File: src/rtl/ect_pkg.sv
package ect_pkg;

    localparam int NUM_COUNTERS = 16;
    localparam int IDX_BITS     = $clog2(NUM_COUNTERS);
    localparam int CID_BITS     = 4;
    localparam int THREAD_BITS  = 8;
    localparam int COUNT_BITS   = 16;
    localparam int OP_BITS      = 3;
    localparam int STATUS_BITS  = 3;
    localparam int S_DATA_BITS  = 16;
    localparam int M_DATA_BITS  = 16;

    typedef logic [IDX_BITS-1:0]           idx_t;
    typedef logic [THREAD_BITS-1:0]        tid_t;
    typedef logic signed [COUNT_BITS-1:0]  count_t;

    localparam count_t CNT_MAX     = count_t'({1'b0, {(COUNT_BITS-1){1'b1}}});
    localparam count_t CNT_MIN     = count_t'({1'b1, {(COUNT_BITS-1){1'b0}}});
    localparam count_t CNT_ZERO    = count_t'(0);
    localparam count_t CNT_ONE     = count_t'(1);
    localparam count_t CNT_NEG_ONE = count_t'({COUNT_BITS{1'b1}});

    typedef enum logic [OP_BITS-1:0] {
        OP_CREATE     = 3'd0,
        OP_DESTROY    = 3'd1,
        OP_WAIT       = 3'd2,
        OP_WAIT_CLEAR = 3'd3,
        OP_SIGNAL     = 3'd4,
        OP_INTERRUPT  = 3'd5
    } op_t;

    typedef enum logic [STATUS_BITS-1:0] {
        STS_OK        = 3'd0,
        STS_BLOCKED   = 3'd1,
        STS_INVALID   = 3'd2,
        STS_WAITER    = 3'd3,
        STS_NO_SLOT   = 3'd4
    } status_t;

    typedef enum logic [1:0] {
        FSM_IDLE,
        FSM_RUN,
        FSM_RESP
    } fsm_t;

    // controller to datapath
    typedef struct packed {
        logic load;
        logic step;
        logic advance;
        logic publish;
    } ect_cmd_t;

    // datapath to controller
    typedef struct packed {
        logic scan_op;
        logic create_hit;
        logic last_idx;
        logic out_full;
    } ect_sts_t;

endpackage

File: src/rtl/ect_ctrl.sv
module ect_ctrl (
    input  logic              aclk,
    input  logic              aresetn,
    input  logic              s_tvalid,
    output logic              s_tready,
    input  logic              m_tready,
    input  ect_pkg::ect_sts_t sts,
    output ect_pkg::ect_cmd_t cmd
);

    ect_pkg::fsm_t state_reg;
    ect_pkg::fsm_t state_next;

    always_ff @(posedge aclk) begin
        if (!aresetn) begin
            state_reg <= ect_pkg::FSM_IDLE;
        end else begin
            state_reg <= state_next;
        end
    end

    always_comb begin
        state_next = state_reg;
        case (state_reg)
            ect_pkg::FSM_IDLE: begin
                if (s_tvalid) state_next = ect_pkg::FSM_RUN;
            end
            ect_pkg::FSM_RUN: begin
                if (!sts.scan_op || sts.create_hit || sts.last_idx) begin
                    state_next = ect_pkg::FSM_RESP;
                end
            end
            ect_pkg::FSM_RESP: begin
                if (!sts.out_full || m_tready) state_next = ect_pkg::FSM_IDLE;
            end
            default: state_next = ect_pkg::FSM_IDLE;
        endcase
    end

    always_comb begin
        s_tready    = 1'b0;
        cmd         = '0;
        case (state_reg)
            ect_pkg::FSM_IDLE: begin
                s_tready = 1'b1;
                cmd.load = s_tvalid;
            end
            ect_pkg::FSM_RUN: begin
                cmd.step    = 1'b1;
                cmd.advance = sts.scan_op && !sts.create_hit && !sts.last_idx;
            end
            ect_pkg::FSM_RESP: begin
                cmd.publish = !sts.out_full || m_tready;
            end
            default: begin
                s_tready = 1'b0;
            end
        endcase
    end

    a_accept_runs: assert property (@(posedge aclk) disable iff (!aresetn)
        s_tvalid && s_tready |=> state_reg == ect_pkg::FSM_RUN)
        else $error("accepted beat did not start execution");

    a_publish_room: assert property (@(posedge aclk) disable iff (!aresetn)
        cmd.publish |-> (!sts.out_full || m_tready))
        else $error("result overwrote an untaken beat");

    a_scan_ends: assert property (@(posedge aclk) disable iff (!aresetn)
        state_reg == ect_pkg::FSM_RUN && sts.last_idx |=> state_reg != ect_pkg::FSM_RUN)
        else $error("scan ran past the last entry");

endmodule

File: src/rtl/ect_datapath.sv
module ect_datapath (
    input  logic                               aclk,
    input  logic                               aresetn,
    input  logic [ect_pkg::S_DATA_BITS-1:0]    s_tdata,
    input  logic                               m_tready,
    input  ect_pkg::ect_cmd_t                  cmd,
    output ect_pkg::ect_sts_t                  sts,
    output logic                               m_tvalid,
    output logic [ect_pkg::M_DATA_BITS-1:0]    m_tdata
);

    // counter table
    logic               valid_reg [ect_pkg::NUM_COUNTERS];
    ect_pkg::count_t    cnt_reg   [ect_pkg::NUM_COUNTERS];
    ect_pkg::tid_t      waiter_reg[ect_pkg::NUM_COUNTERS];

    logic [ect_pkg::OP_BITS-1:0] op_reg;
    ect_pkg::tid_t               thr_reg;
    logic                        in_range_reg;
    ect_pkg::idx_t               idx_reg;

    ect_pkg::status_t            res_status_reg, res_status_next;
    ect_pkg::idx_t               res_id_reg,     res_id_next;
    ect_pkg::tid_t               res_wake_reg,   res_wake_next;
    logic                        res_was_reg,    res_was_next;

    logic                              m_tvalid_reg;
    logic [ect_pkg::M_DATA_BITS-1:0]   m_tdata_reg;

    logic [ect_pkg::OP_BITS-1:0]  in_op;
    logic [ect_pkg::CID_BITS-1:0] in_cid;
    ect_pkg::tid_t                in_thr;

    logic             rd_valid;
    ect_pkg::count_t  rd_cnt;
    ect_pkg::tid_t    rd_waiter;
    ect_pkg::count_t  cnt_inc;
    ect_pkg::count_t  cnt_dec;
    logic             cnt_pos;
    logic             ok;

    logic             wr_en;
    logic             wr_valid;
    ect_pkg::count_t  wr_cnt;
    ect_pkg::tid_t    wr_waiter;

    assign in_op  = s_tdata[2:0];
    assign in_cid = s_tdata[6:3];
    assign in_thr = s_tdata[14:7];

    assign rd_valid  = valid_reg[idx_reg];
    assign rd_cnt    = cnt_reg[idx_reg];
    assign rd_waiter = waiter_reg[idx_reg];

    // saturate at both ends
    assign cnt_inc = (rd_cnt == ect_pkg::CNT_MAX) ? rd_cnt : rd_cnt + ect_pkg::CNT_ONE;
    assign cnt_dec = (rd_cnt == ect_pkg::CNT_MIN) ? rd_cnt : rd_cnt - ect_pkg::CNT_ONE;
    assign cnt_pos = !rd_cnt[ect_pkg::COUNT_BITS-1] && (rd_cnt != ect_pkg::CNT_ZERO);
    assign ok      = rd_valid && in_range_reg;

    assign sts.scan_op    = (op_reg == ect_pkg::OP_CREATE) || (op_reg == ect_pkg::OP_INTERRUPT);
    assign sts.create_hit = (op_reg == ect_pkg::OP_CREATE) && !rd_valid;
    assign sts.last_idx   = idx_reg == ect_pkg::idx_t'(ect_pkg::NUM_COUNTERS - 1);
    assign sts.out_full   = m_tvalid_reg;

    always_comb begin
        wr_en           = 1'b0;
        wr_valid        = rd_valid;
        wr_cnt          = rd_cnt;
        wr_waiter       = rd_waiter;
        res_status_next = res_status_reg;
        res_id_next     = res_id_reg;
        res_wake_next   = res_wake_reg;
        res_was_next    = res_was_reg;
        if (cmd.step) begin
            case (op_reg)
                ect_pkg::OP_CREATE: begin
                    if (!rd_valid) begin
                        wr_en           = 1'b1;
                        wr_valid        = 1'b1;
                        wr_cnt          = ect_pkg::CNT_ZERO;
                        wr_waiter       = '0;
                        res_status_next = ect_pkg::STS_OK;
                        res_id_next     = idx_reg;
                    end
                end
                ect_pkg::OP_DESTROY, ect_pkg::OP_SIGNAL: begin
                    if (!ok) begin
                        res_status_next = ect_pkg::STS_INVALID;
                    end else begin
                        wr_en         = 1'b1;
                        wr_valid      = (op_reg == ect_pkg::OP_SIGNAL);
                        wr_cnt        = cnt_inc;
                        wr_waiter     = '0;
                        res_wake_next = rd_waiter;
                    end
                end
                ect_pkg::OP_WAIT: begin
                    if (!ok) begin
                        res_status_next = ect_pkg::STS_INVALID;
                    end else if (cnt_pos) begin
                        wr_en  = 1'b1;
                        wr_cnt = cnt_dec;
                    end else if (rd_waiter == '0) begin
                        wr_en           = 1'b1;
                        wr_cnt          = cnt_dec;
                        wr_waiter       = thr_reg;
                        res_status_next = ect_pkg::STS_BLOCKED;
                    end else begin
                        res_status_next = ect_pkg::STS_WAITER;
                    end
                end
                ect_pkg::OP_WAIT_CLEAR: begin
                    if (!ok) begin
                        res_status_next = ect_pkg::STS_INVALID;
                    end else if (rd_waiter == '0) begin
                        wr_en           = 1'b1;
                        wr_cnt          = ect_pkg::CNT_NEG_ONE;
                        wr_waiter       = thr_reg;
                        res_status_next = ect_pkg::STS_BLOCKED;
                    end else begin
                        res_status_next = ect_pkg::STS_WAITER;
                    end
                end
                ect_pkg::OP_INTERRUPT: begin
                    // thread zero never matches an empty waiter slot
                    if (thr_reg != '0 && rd_valid && rd_waiter == thr_reg) begin
                        wr_en        = 1'b1;
                        wr_cnt       = cnt_inc;
                        wr_waiter    = '0;
                        res_was_next = 1'b1;
                    end
                end
                default: begin
                    wr_en = 1'b0;
                end
            endcase
        end
    end

    always_ff @(posedge aclk) begin
        if (!aresetn) begin
            for (int i = 0; i < ect_pkg::NUM_COUNTERS; i++) begin
                valid_reg[i] <= 1'b0;
            end
        end else if (wr_en) begin
            valid_reg[idx_reg] <= wr_valid;
        end
    end

    // count and waiter are cleared by create before any use
    always_ff @(posedge aclk) begin
        if (wr_en) begin
            cnt_reg[idx_reg]    <= wr_cnt;
            waiter_reg[idx_reg] <= wr_waiter;
        end
    end

    always_ff @(posedge aclk) begin
        if (cmd.load) begin
            op_reg         <= in_op;
            thr_reg        <= in_thr;
            in_range_reg   <= 32'(in_cid) < ect_pkg::NUM_COUNTERS;
            res_status_reg <= (in_op == ect_pkg::OP_CREATE) ? ect_pkg::STS_NO_SLOT
                                                            : ect_pkg::STS_OK;
            res_id_reg     <= '0;
            res_wake_reg   <= '0;
            res_was_reg    <= 1'b0;
            if (in_op == ect_pkg::OP_CREATE || in_op == ect_pkg::OP_INTERRUPT) begin
                idx_reg <= '0;
            end else begin
                idx_reg <= ect_pkg::idx_t'(in_cid);
            end
        end else begin
            res_status_reg <= res_status_next;
            res_id_reg     <= res_id_next;
            res_wake_reg   <= res_wake_next;
            res_was_reg    <= res_was_next;
            if (cmd.advance) idx_reg <= idx_reg + ect_pkg::idx_t'(1);
        end
    end

    always_ff @(posedge aclk) begin
        if (!aresetn) begin
            m_tvalid_reg <= 1'b0;
        end else if (cmd.publish) begin
            m_tvalid_reg <= 1'b1;
        end else if (m_tready) begin
            m_tvalid_reg <= 1'b0;
        end
    end

    always_ff @(posedge aclk) begin
        if (cmd.publish) begin
            m_tdata_reg <= {res_was_reg, res_wake_reg,
                            ect_pkg::CID_BITS'(res_id_reg), res_status_reg};
        end
    end

    assign m_tvalid = m_tvalid_reg;
    assign m_tdata  = m_tdata_reg;

    a_publish_valid: assert property (@(posedge aclk) disable iff (!aresetn)
        cmd.publish |=> m_tvalid_reg)
        else $error("published result not presented");

endmodule

File: src/rtl/event_counter_table_core.sv
// Table of 16 event counters, each with a valid flag, a saturating signed
// 16-bit count and one waiting thread id. One operation per input beat, one
// result beat per operation. Destroy, wait, wait_clear, signal and unused
// opcodes touch only the addressed entry before the result is formed; create
// and interrupt walk the table through its single read/write port, one entry
// per cycle. Create stops at the first free slot or the last entry, and
// interrupt always walks every entry. A new operation is accepted once the
// previous result is in the output register, even if it has not been taken.
module event_counter_table_core (
    input  logic        aclk,
    input  logic        aresetn,
    input  logic        s_tvalid,
    output logic        s_tready,
    input  logic [15:0] s_tdata,   // op[2:0], counter_id[6:3], thread_id[14:7], zero[15]
    output logic        m_tvalid,
    input  logic        m_tready,
    output logic [15:0] m_tdata    // status[2:0], new_id[6:3], wake_thread[14:7],
                                   // was_waiting[15]
);

    ect_pkg::ect_cmd_t cmd;
    ect_pkg::ect_sts_t sts;

    ect_ctrl u_ctrl (
        .aclk     (aclk),
        .aresetn  (aresetn),
        .s_tvalid (s_tvalid),
        .s_tready (s_tready),
        .m_tready (m_tready),
        .sts      (sts),
        .cmd      (cmd)
    );

    ect_datapath u_datapath (
        .aclk     (aclk),
        .aresetn  (aresetn),
        .s_tdata  (s_tdata),
        .m_tready (m_tready),
        .cmd      (cmd),
        .sts      (sts),
        .m_tvalid (m_tvalid),
        .m_tdata  (m_tdata)
    );

endmodule
File: config.mk
export PLATFORM = sky130hd
export DESIGN_NAME = event_counter_table_core
export DESIGN_NICKNAME = d
export VERILOG_FILES = /design/src/rtl/ect_pkg.sv /design/src/rtl/ect_ctrl.sv /design/src/rtl/ect_datapath.sv /design/src/rtl/event_counter_table_core.sv
export SDC_FILE = /design/constraint.sdc
export NUM_CORES = 1
export LEC_CHECK = 0
export BUFFER_PORTS_ARGS = -buffer_cell sky130_fd_sc_hd__buf_2
export CAP_MARGIN = 20
export CORE_UTILIZATION = 25
export DETAILED_ROUTE_END_ITERATION = 7
export HOLD_SLACK_MARGIN = 0.08
export PLACE_DENSITY_LB_ADDON = 0.12
export SLEW_MARGIN = 20
export SYNTH_ARGS = -nofsm -noshare
export SYNTH_HDL_FRONTEND = slang
export SYNTH_SLANG_ARGS = --single-unit
File: constraint.sdc
create_clock -name aclk -period 9.7 [get_ports aclk]
set_clock_uncertainty 0.05 [all_clocks]
set_input_delay 0.485 -clock aclk [delete_from_list [all_inputs] [get_ports aclk]]
set_output_delay 0.485 -clock aclk [all_outputs]
set_load 0.03 [all_outputs]
==> results.toml, run 1 <==
[run_status]
outcome = "complete, no violations"

[route]
drc = 0
first_iter_violations = 899
routedWlPerCell_um = 24.95
vias_per_cell = 4.859
drt_first_pass_iters = 5
vias = 11661
routed_wl_um = 59870
drtAntennaViolNets = 0

[grt]
grt_pass1_vias = 12017
grt_util_all_layers_pct = 14.89
antenna_found_initial = 0
grt_max_degree = 47
grt_pass1_wl_um = 87440
overflow = 0

[critical_path]
endpoint_kind = "flip-flop"
critPathMaxStageDelay_ns = 0.80
critPathKind = "reg -> reg"
r2r_slack_ns = 4.02
cp_max_fo = 46
cp_data_arrival_time_ns = 5.74
crit_required_ns = 9.76
r2r.worst_path.cells = 10
crit_chain = "buf_4 -> mux4_2 -> mux2_2 -> mux2i_1 -> nand3_1 -> o41ai_4 -> o21a_1 -> nor3_1 -> a32oi_1 -> nand3b_1"
slowest_stage = "dfxtp_4"
worst_setup_path_start_kind = "flip-flop"
r2r-end = "u_datapath.cnt_reg[0][15]$_DFFE_PP_"

[power_and_ir_drop]
p_seq_share_pct = 45.5
ir_drop_v = 0.0001331
p_switching_w = 0.001516
internal_power_w = 0.003810
leakage_nw = 7.270
p_per_area_mw_per_mm2 = 229.7
clock_power_share_pct = 35.4
switching_share_pct = 28.47
p_total_w = 0.005326
comb_power_share_pct = 19.2

[synthesis]
syn_nets = 1269
synth_top_flop_cell = "edfxtp_1"
ys_async_sr_fraction_pct = 0
yosysWarnings = 0
synth-edff-count = 418
synthCells = 1242
synth.distinct_cells = 77
synth_seq_area_share_pct = 66.95
synth_seq_cells = 454
synth_area_mm2 = 0.01982
syn_avg_cell_area_um2 = 15.96

[placement]
port_buffers = 36
place_inst = 2295
dp_hpwl_um = 36680
placed_area_mm2 = 0.02143
gp_congestion = 0.8782

[die]
dieArea_mm2 = 0.08043
start_util_pct = 25.42
num_io_pins = 38
die_x_um = 283.6
coreArea_mm2 = 0.07798
die_height_um = 283.6
std_cell_rows = 102

[clock_tree]
clkSinkCount = 454
clk_pin_slew_ns = 0.06
clock_latency_ns = 0.60
cts_buffers = 52
cts_tree = "yes"
cts_root_buffer = "clkbuf_16"
cts.htree.levels = 2
cts_buffer_depth = 3

[worst_hold_path]
hold_path_class = "in -> reg"
min-delay-start = "s_tdata[3]"
holdPathEnd = "u_datapath.idx_reg[0]$_DFFE_PN_"
holdPathStages = 3

[cells_and_area]
largest_register_ffs = 256
drive_above_1_share_pct = 22.81
design_area_mm2 = 0.02319
final-instance-count-excl-fill = 2400
final_nets = 1348
syn_to_final_growth_pct = 16.98

[timing]
fmax_mhz = 176.1
final.period_utilization_pct = 58.54
rsz0062_at_grt = "false"
finalSetupViolCount = 0
finalSetupTns_ns = 0
hold_viol_final = 0
slew_violations = 0
worst_pin_slew_ns = 1.011
period_needed_ns = 5.678
relSlewSlack_pct = 30.66

[flow_run]
maxCapViolCount = 0
[final cells by class]
cell class / instances / area (um2)
Antenna cell: 1 / 2.502
Clock buffer: 73 / 1441
Multi-Input combinational cell: 705 / 6277
Timing Repair Buffer: 94 / 655.6
Clock inverter: 19 / 173.9
Fill cell: 7724 / 54790
Sequential cell: 454 / 13290
Inverter: 14 / 52.55
Tap cell: 1040 / 1301
[cells in the mapped netlist (12+ instances only)]
cell type  instances  area (um2)
a211oi_1          17       127.6
a21oi_1           35       175.2
a22oi_1           18       135.1
buf_2             18       90.09
clkbuf_1          34       127.6
dfxtp_1           36       720.7
edfxtp_1         418       12550
inv_1             12       45.04
mux2_2            16       180.2
mux2i_1           50       500.5
mux4_2            99        2230
nand2_1           85       319.1
nand2b_1          12       75.07
nand3_1           24       120.1
nor2_1            83       311.6
nor2b_1           13       81.33
nor3_1            35       175.2
nor4_1            20       125.1
o21ai_0           30       150.1
[logic make-up after synthesis]
logic type	count (synthesis)	share of synthesized area [%]
flip-flops	454	66.95
AND/OR/NAND/NOR	332	8.458
AO/OA/AOI/OAI	186	6.678
multiplexers	166	14.75
buffers and inverters	83	2.102
XOR/XNOR	14	0.6185
adder cells (fa/ha/maj)	7	0.4418
[worst max path at each step]
stage / end / from / cells after the start / slack (ns)
3_3_place_gp: u_datapath.cnt_reg[13][10]$_DFFE_PP_ / flip-flop / 10 / 3.69
4_1_cts: u_datapath.cnt_reg[10][6]$_DFFE_PP_ / flip-flop / 10 / 3.63
5_1_grt: u_datapath.cnt_reg[2][15]$_DFFE_PP_ / flip-flop / 10 / 3.58
6_report: u_datapath.cnt_reg[0][15]$_DFFE_PP_ / flip-flop / 10 / 4.02
3_5_place_dp: u_datapath.cnt_reg[15][6]$_DFFE_PP_ / flip-flop / 10 / 3.67
2_1_floorplan: u_datapath.cnt_reg[11][0]$_DFFE_PP_ / flip-flop / 15 / 3.61
[routing by layer]
metal  GRT usage [%]  part of all wire [%]
met1           20.53                    46
met2           24.10                    47
met3           2.452                   4.5
met4           4.216                   2.5
met5               0                     0
[critical path: cells and delay by family, from the launching register on]
kind	cells	cell delay, ns
multiplexers	3	1.40
AO/OA/AOI/OAI	3	1.23
AND/OR/NAND/NOR	3	0.94
flip-flops	1	0.80
buffers and inverters	1	0.70
[through the flow]
| stage | setup WS [ns] | util (%) | hold WS [ns] |
|---|---|---|---|
| final | 4.022 | 29.74 | 0.1755 |
| after global routing | 3.584 | 29.74 | 0.1692 |
| after CTS | 3.630 | 29.70 | 0.1366 |
| after detailed placement | 3.666 | 27.48 | 0.3626 |
| after global placement | 3.693 | 27.46 | 0.3599 |
| after floorplan | 3.606 | - | 0.3503 |
[timing repair]
item	CTS	global route
setup buffers	0	0
gates resized for setup	0	0
hold endpoints to repair	11	0
hold buffers	11	0
[power by group through the flow]
stage	combinational [W]	sequential, W	clock, W
after floorplan	0.000724	0.00240	0
after global placement	0.00101	0.00247	0
after detailed placement	0.00102	0.00247	0
after CTS	0.00103	0.00243	0.00194
after global routing	0.00111	0.00243	0.00201
final	0.00102	0.00242	0.00188
[cells in the final DEF (no fill, tap or decap), types with 17 or more instances in the layout]
cell type | synthesis | routed
mux2i_1 | 50 | 50
dfxtp_1 | 36 | 32
mux4_2 | 99 | 99
buf_4 | 10 | 45
a21oi_1 | 35 | 34
clkbuf_16 | 0 | 53
nand2_1 | 85 | 85
o21ai_0 | 30 | 30
nor3_1 | 35 | 31
a211oi_1 | 17 | 17
nor2_1 | 83 | 81
a22oi_1 | 18 | 18
buf_2 | 18 | 36
edfxtp_1 | 418 | 418
nand3_1 | 24 | 24
Note: power is estimated with default switching activity, not from simulation.
==> inputs of run 2 (changes only) <==
==> constraint.sdc (replaced) <==
create_clock -name aclk -period 5 [get_ports aclk]
set_clock_uncertainty 0.05 [all_clocks]
set_input_delay 0.25 -clock aclk [delete_from_list [all_inputs] [get_ports aclk]]
set_output_delay 0.25 -clock aclk [all_outputs]
set_load 0.03 [all_outputs]
==> results.toml, run 2 (synthesis results as in run 1) <==
[worst_hold_path]
hold_path_class = "in -> reg"
min-delay-start = "s_tdata[14]"

[power_and_ir_drop]
comb_power_share_pct = 22.2
p_switching_w = 0.003058
clock_power_share_pct = 35.2
internal_power_w = 0.007842
leakage_nw = 8.050
p_seq_share_pct = 42.6
ir_drop_v = 0.0002580
p_per_area_mw_per_mm2 = 441.9
switching_share_pct = 28.06
p_total_w = 0.01090

[flow_run]
maxCapViolCount = 0

[route]
vias_per_cell = 4.820
vias = 12150
drt_first_pass_iters = 5
drtAntennaViolNets = 0
first_iter_violations = 1062
routedWlPerCell_um = 24.61
drc = 0
routed_wl_um = 62030

[cells_and_area]
mostFrequentLayoutCells = "edfxtp_1, buf_4, mux4_2"
final_nets = 1467
final_common_cell = "edfxtp_1"
largest_register_ffs = 256
drive_above_1_share_pct = 28.16
syn_to_final_growth_pct = 24.44
final-instance-count-excl-fill = 2521
n_antenna_cell = 0
regArea_mm2 = 0.01329
utilization_pct = 31.64
multi_input_area_mm2 = 0.006286
num-fill-cells = 7630

[clock_tree]
cts_buffers = 51
cts_setup_buffers = 0
clkSinkCount = 454
cts_buffer_depth = 3
cts.htree.levels = 2
clk_pin_slew_ns = 0.06
clock_latency_ns = 0.60
cts_tree = "yes"
cts_root_buffer = "clkbuf_16"

[critical_path]
worst_setup_path_start_kind = "flip-flop"
cp_data_arrival_time_ns = 4.90
endpoint_kind = "flip-flop"
critPathKind = "reg -> reg"
cp_max_fo = 19
crit_required_ns = 5.28

[timing]
period_needed_ns = 4.623
worst_pin_slew_ns = 0.9973
fmax_mhz = 216.3
relSlewSlack_pct = 33.10
final.period_utilization_pct = 92.47
hold_viol_final = 0
slew_violations = 0
finalSetupViolCount = 0
rsz0062_at_grt = "false"

[grt]
grt_pass1_wl_um = 90650
grt_max_degree = 30
antenna_found_initial = 0
overflow = 0
grt_util_all_layers_pct = 15.38
grt_pass1_vias = 12739

[die]
start_util_pct = 25.42
std_cell_rows = 102
num_io_pins = 38
dieArea_mm2 = 0.08043
die_height_um = 283.6
coreArea_mm2 = 0.07798
die_x_um = 283.6

[run_status]
outcome = "complete, no violations"

[placement]
port_buffers = 36
place_inst = 2408
dp_hpwl_um = 40320
gp_congestion = 0.8861
==> run 2: what timing repair did <==
action / in CTS / in global routing
hold endpoints to repair: 39 / 0
endpoints found under the setup margin: 0 / 236
gates resized for setup: 0 / 1
hold buffers: 19 / 0
==> run 2: worst max-delay path, cell delays in order, from the launching register on <==
cell	delay, ns
dfxtp_4	0.57
buf_4	0.36
buf_4	0.38
mux4_2	0.56
nand3_1	0.10
nand4_1	0.27
xor2_1	0.24
a211oi_2	0.39
nand4_1	0.21
a31o_1	0.38
o41ai_1	0.42
o311ai_1	0.18
buf_4	0.22
==> run 2: layer usage <==
layer	up-vias	GRT usage (%)	wire length (um)
met5	-	0	0
met4	0	3.973	1249
met3	77	2.677	2663
met2	270	25.46	29950
met1	6377	20.76	28170
li1	5426	-	-
==> run 2: final cells by class <==
| cell class | instances | area share, % |
|---|---|---|
| clock buffer | 64 | 5.544 |
| tap | 1040 | 5.275 |
| multi-input combinational | 705 | 25.48 |
| sequential | 454 | 53.85 |
| clock inverter | 30 | 1.385 |
| inverter | 14 | 0.2130 |
| timing repair buffer | 214 | 8.247 |
==> run 2: per-stage QoR <==
step	hold slack [ns]	setup TNS (ns)	cell area (um2)	setup WS, ns
floorplan	0.2989	-106.67	19850	-0.8547
global placement	0.3638	0	22750	0.1544
detailed placement	0.3646	0	22760	0.09507
CTS	0.2689	0	24660	0.05902
global route	0.3043	0	24670	0.1277
finish	0.3189	0	24670	0.3766
==> run 2: path summary, 6_finish.rpt <==
check	end	slack [ns]	depth (start not counted)
max reg2reg	u_datapath.cnt_reg[0][5]$_DFFE_PP_	0.38	12
min	u_datapath.thr_reg[7]$_DFFE_PP_	0.32	2
max	u_datapath.cnt_reg[0][5]$_DFFE_PP_	0.38	12
min reg2reg	u_datapath.m_tdata[0]$_DFFE_PP_	0.38	0
==> run 2: power groups by stage <==
stage | Sequential [W] | Clock, W | Combinational [W]
2_1_floorplan | 0.00465 | 0 | 0.00141
3_3_place_gp | 0.00473 | 0 | 0.00242
3_5_place_dp | 0.00473 | 0 | 0.00243
4_1_cts | 0.00465 | 0.00395 | 0.00245
5_1_grt | 0.00465 | 0.00408 | 0.00262
6_report | 0.00464 | 0.00384 | 0.00242
==> inputs of run 3 (changes only) <==
--- a/config.mk
+++ b/config.mk
@@ -9,6 +9,7 @@
 export CAP_MARGIN = 20
 export CORE_UTILIZATION = 25
 export DETAILED_ROUTE_END_ITERATION = 7
+export GPL_TIMING_DRIVEN = 0
 export HOLD_SLACK_MARGIN = 0.08
 export PLACE_DENSITY_LB_ADDON = 0.12
 export SLEW_MARGIN = 20
==> constraint.sdc (replaced) <==
create_clock -name aclk -period 5 [get_ports aclk]
set_clock_uncertainty 0.05 [all_clocks]
set_input_delay 0.25 -clock aclk [delete_from_list [all_inputs] [get_ports aclk]]
set_output_delay 0.25 -clock aclk [all_outputs]
set_load 0.1 [all_outputs]
==> results.toml, run 3 (synthesis results as in run 1) <==
[timing]
relSlewSlack_pct = 22.81
fmax_mhz = 205.6
final.period_utilization_pct = 97.26
whs_ns = 0.1159
rsz0062_at_grt = "true"
slew_violations = 0
worst_pin_slew_ns = 1.158
hold_viol_final = 0
finalSetupViolCount = 0
period_needed_ns = 4.863

[die]
start_util_pct = 25.42
std_cell_rows = 102
coreArea_mm2 = 0.07798
dieArea_mm2 = 0.08043
num_io_pins = 38
die_height_um = 283.6
die_x_um = 283.6

[route]
routed_wl_um = 67910
first_iter_violations = 1303
routedWlPerCell_um = 26.86
drtAntennaViolNets = 0
vias = 12465
vias_per_cell = 4.931
drt_first_pass_iters = 5
drc = 0

[grt]
use_met2_pct = 27.20
grt_pass1_wl_um = 97500
busiest_layer = "met2"
grt_pass1_vias = 12754
grt_util_all_layers_pct = 16.83
overflow = 0
use_met3_pct = 2.026
antenna_found_initial = 1
grt_max_degree = 21
grt_use_met1_pct = 24.03

[critical_path]
cp_max_fo = 16
cp_data_arrival_time_ns = 5.11
worst_setup_path_start_kind = "flip-flop"
critPathKind = "reg -> reg"
r2r.worst_path.cells = 13
crit_required_ns = 5.24
endpoint_kind = "flip-flop"

[clock_tree]
cts.htree.levels = 2
cts_root_buffer = "clkbuf_16"
clkSinkCount = 454
clk_pin_slew_ns = 0.06
cts_buffer_depth = 3
cts_tree = "yes"
cts_buffers = 52
clock_latency_ns = 0.62

[cells_and_area]
final-instance-count-excl-fill = 2528
syn_to_final_growth_pct = 23.98
final_common_cell = "edfxtp_1"
n_antenna_cell = 0
mostFrequentLayoutCells = "edfxtp_1, mux4_2, nand2_1"
largest_register_ffs = 256
final_nets = 1472
drive_above_1_share_pct = 28.70
num-fill-cells = 7594

[placement]
dp_hpwl_um = 49060
gp_congestion = 0.8797
place_inst = 2400
port_buffers = 36

[power_and_ir_drop]
p_total_w = 0.01087
p_per_area_mw_per_mm2 = 442.2
ir_drop_v = 0.0002290
leakage_nw = 8.012

[flow_run]
maxCapViolCount = 0

[worst_hold_path]
hold_path_class = "in -> reg"
holdPathStages = 3

[run_status]
outcome = "complete, no violations"
run 3: repair_timing:
item	CTS	global route
pin swaps	9	3
setup buffers	10	5
hold buffers	17	0
endpoints found under the setup margin	787	377
hold endpoints to repair	22	0
resized for setup	66	26
run 3: through the flow:
stage               area, um2  setup TNS [ns]  setup WS, ns  utilization (%)
floorplan               19850         -106.67       -0.8547                -
global placement        21330        -2393.90        -8.268            27.36
detailed placement      22250         -729.99        -1.464            28.54
CTS                     24430               0       0.03627            31.33
global route            24580        -0.01455     -0.005422            31.52
finish                  24580               0        0.1371            31.52
run 3: path summary, 6_finish.rpt:
kind | from | to | slack (ns)
worst max-delay path | flip-flop | u_datapath.cnt_reg[15][8]$_DFFE_PP_ | 0.14
worst min-delay path | aresetn | u_datapath.valid_reg[14]$_DFF_P_ | 0.12
worst max register to register | flip-flop | u_datapath.cnt_reg[15][8]$_DFFE_PP_ | 0.14
worst min register to register | u_datapath.res_status_reg[2]$_SDFFCE_PN0P_ | u_datapath.m_tdata[2]$_DFFE_PP_ | 0.38
run 3: metal layers:
metal | vias to the layer above | wire, um
li1 | 5446 | -
met5 | - | 0
met4 | 0 | 1427
met1 | 6577 | 31410
met2 | 350 | 31990
met3 | 92 | 3087
run 3: area by class of cell:
type                    instances  area [um2]  area share (%)
repair buffers                150        1244           5.060
well taps                    1040        1301           5.295
flip-flops and latches        454       13280           54.02
clock inverters                35       319.1           1.298
plain buffers                  68       501.7           2.041
clock buffers                  62        1339           5.447
multi-input cells             705        6543           26.62
inverters                      14       52.55          0.2138
run 3: report_power, final:
group	total, W	internal [W]	switching (W)
Sequential	0.00458	0.00455	0.0000282
Clock	0.00374	0.00217	0.00157
Combinational	0.00255	0.000855	0.00169
Total	0.0109	0.00757	0.00329
run 3: critical path, cell delays in order, from the launching register on:
cell and delay (ns):
dfxtp_1 0.30, buf_2 0.25, buf_6 0.27, buf_4 0.28, buf_4 0.27, clkbuf_4 0.29
a211oi_1 0.10, a211oi_1 0.31, a211o_1 0.26, nand4_4 0.25, nor3_1 0.42, clkbuf_1 0.63
a21oi_1 0.11, o2111ai_2 0.72
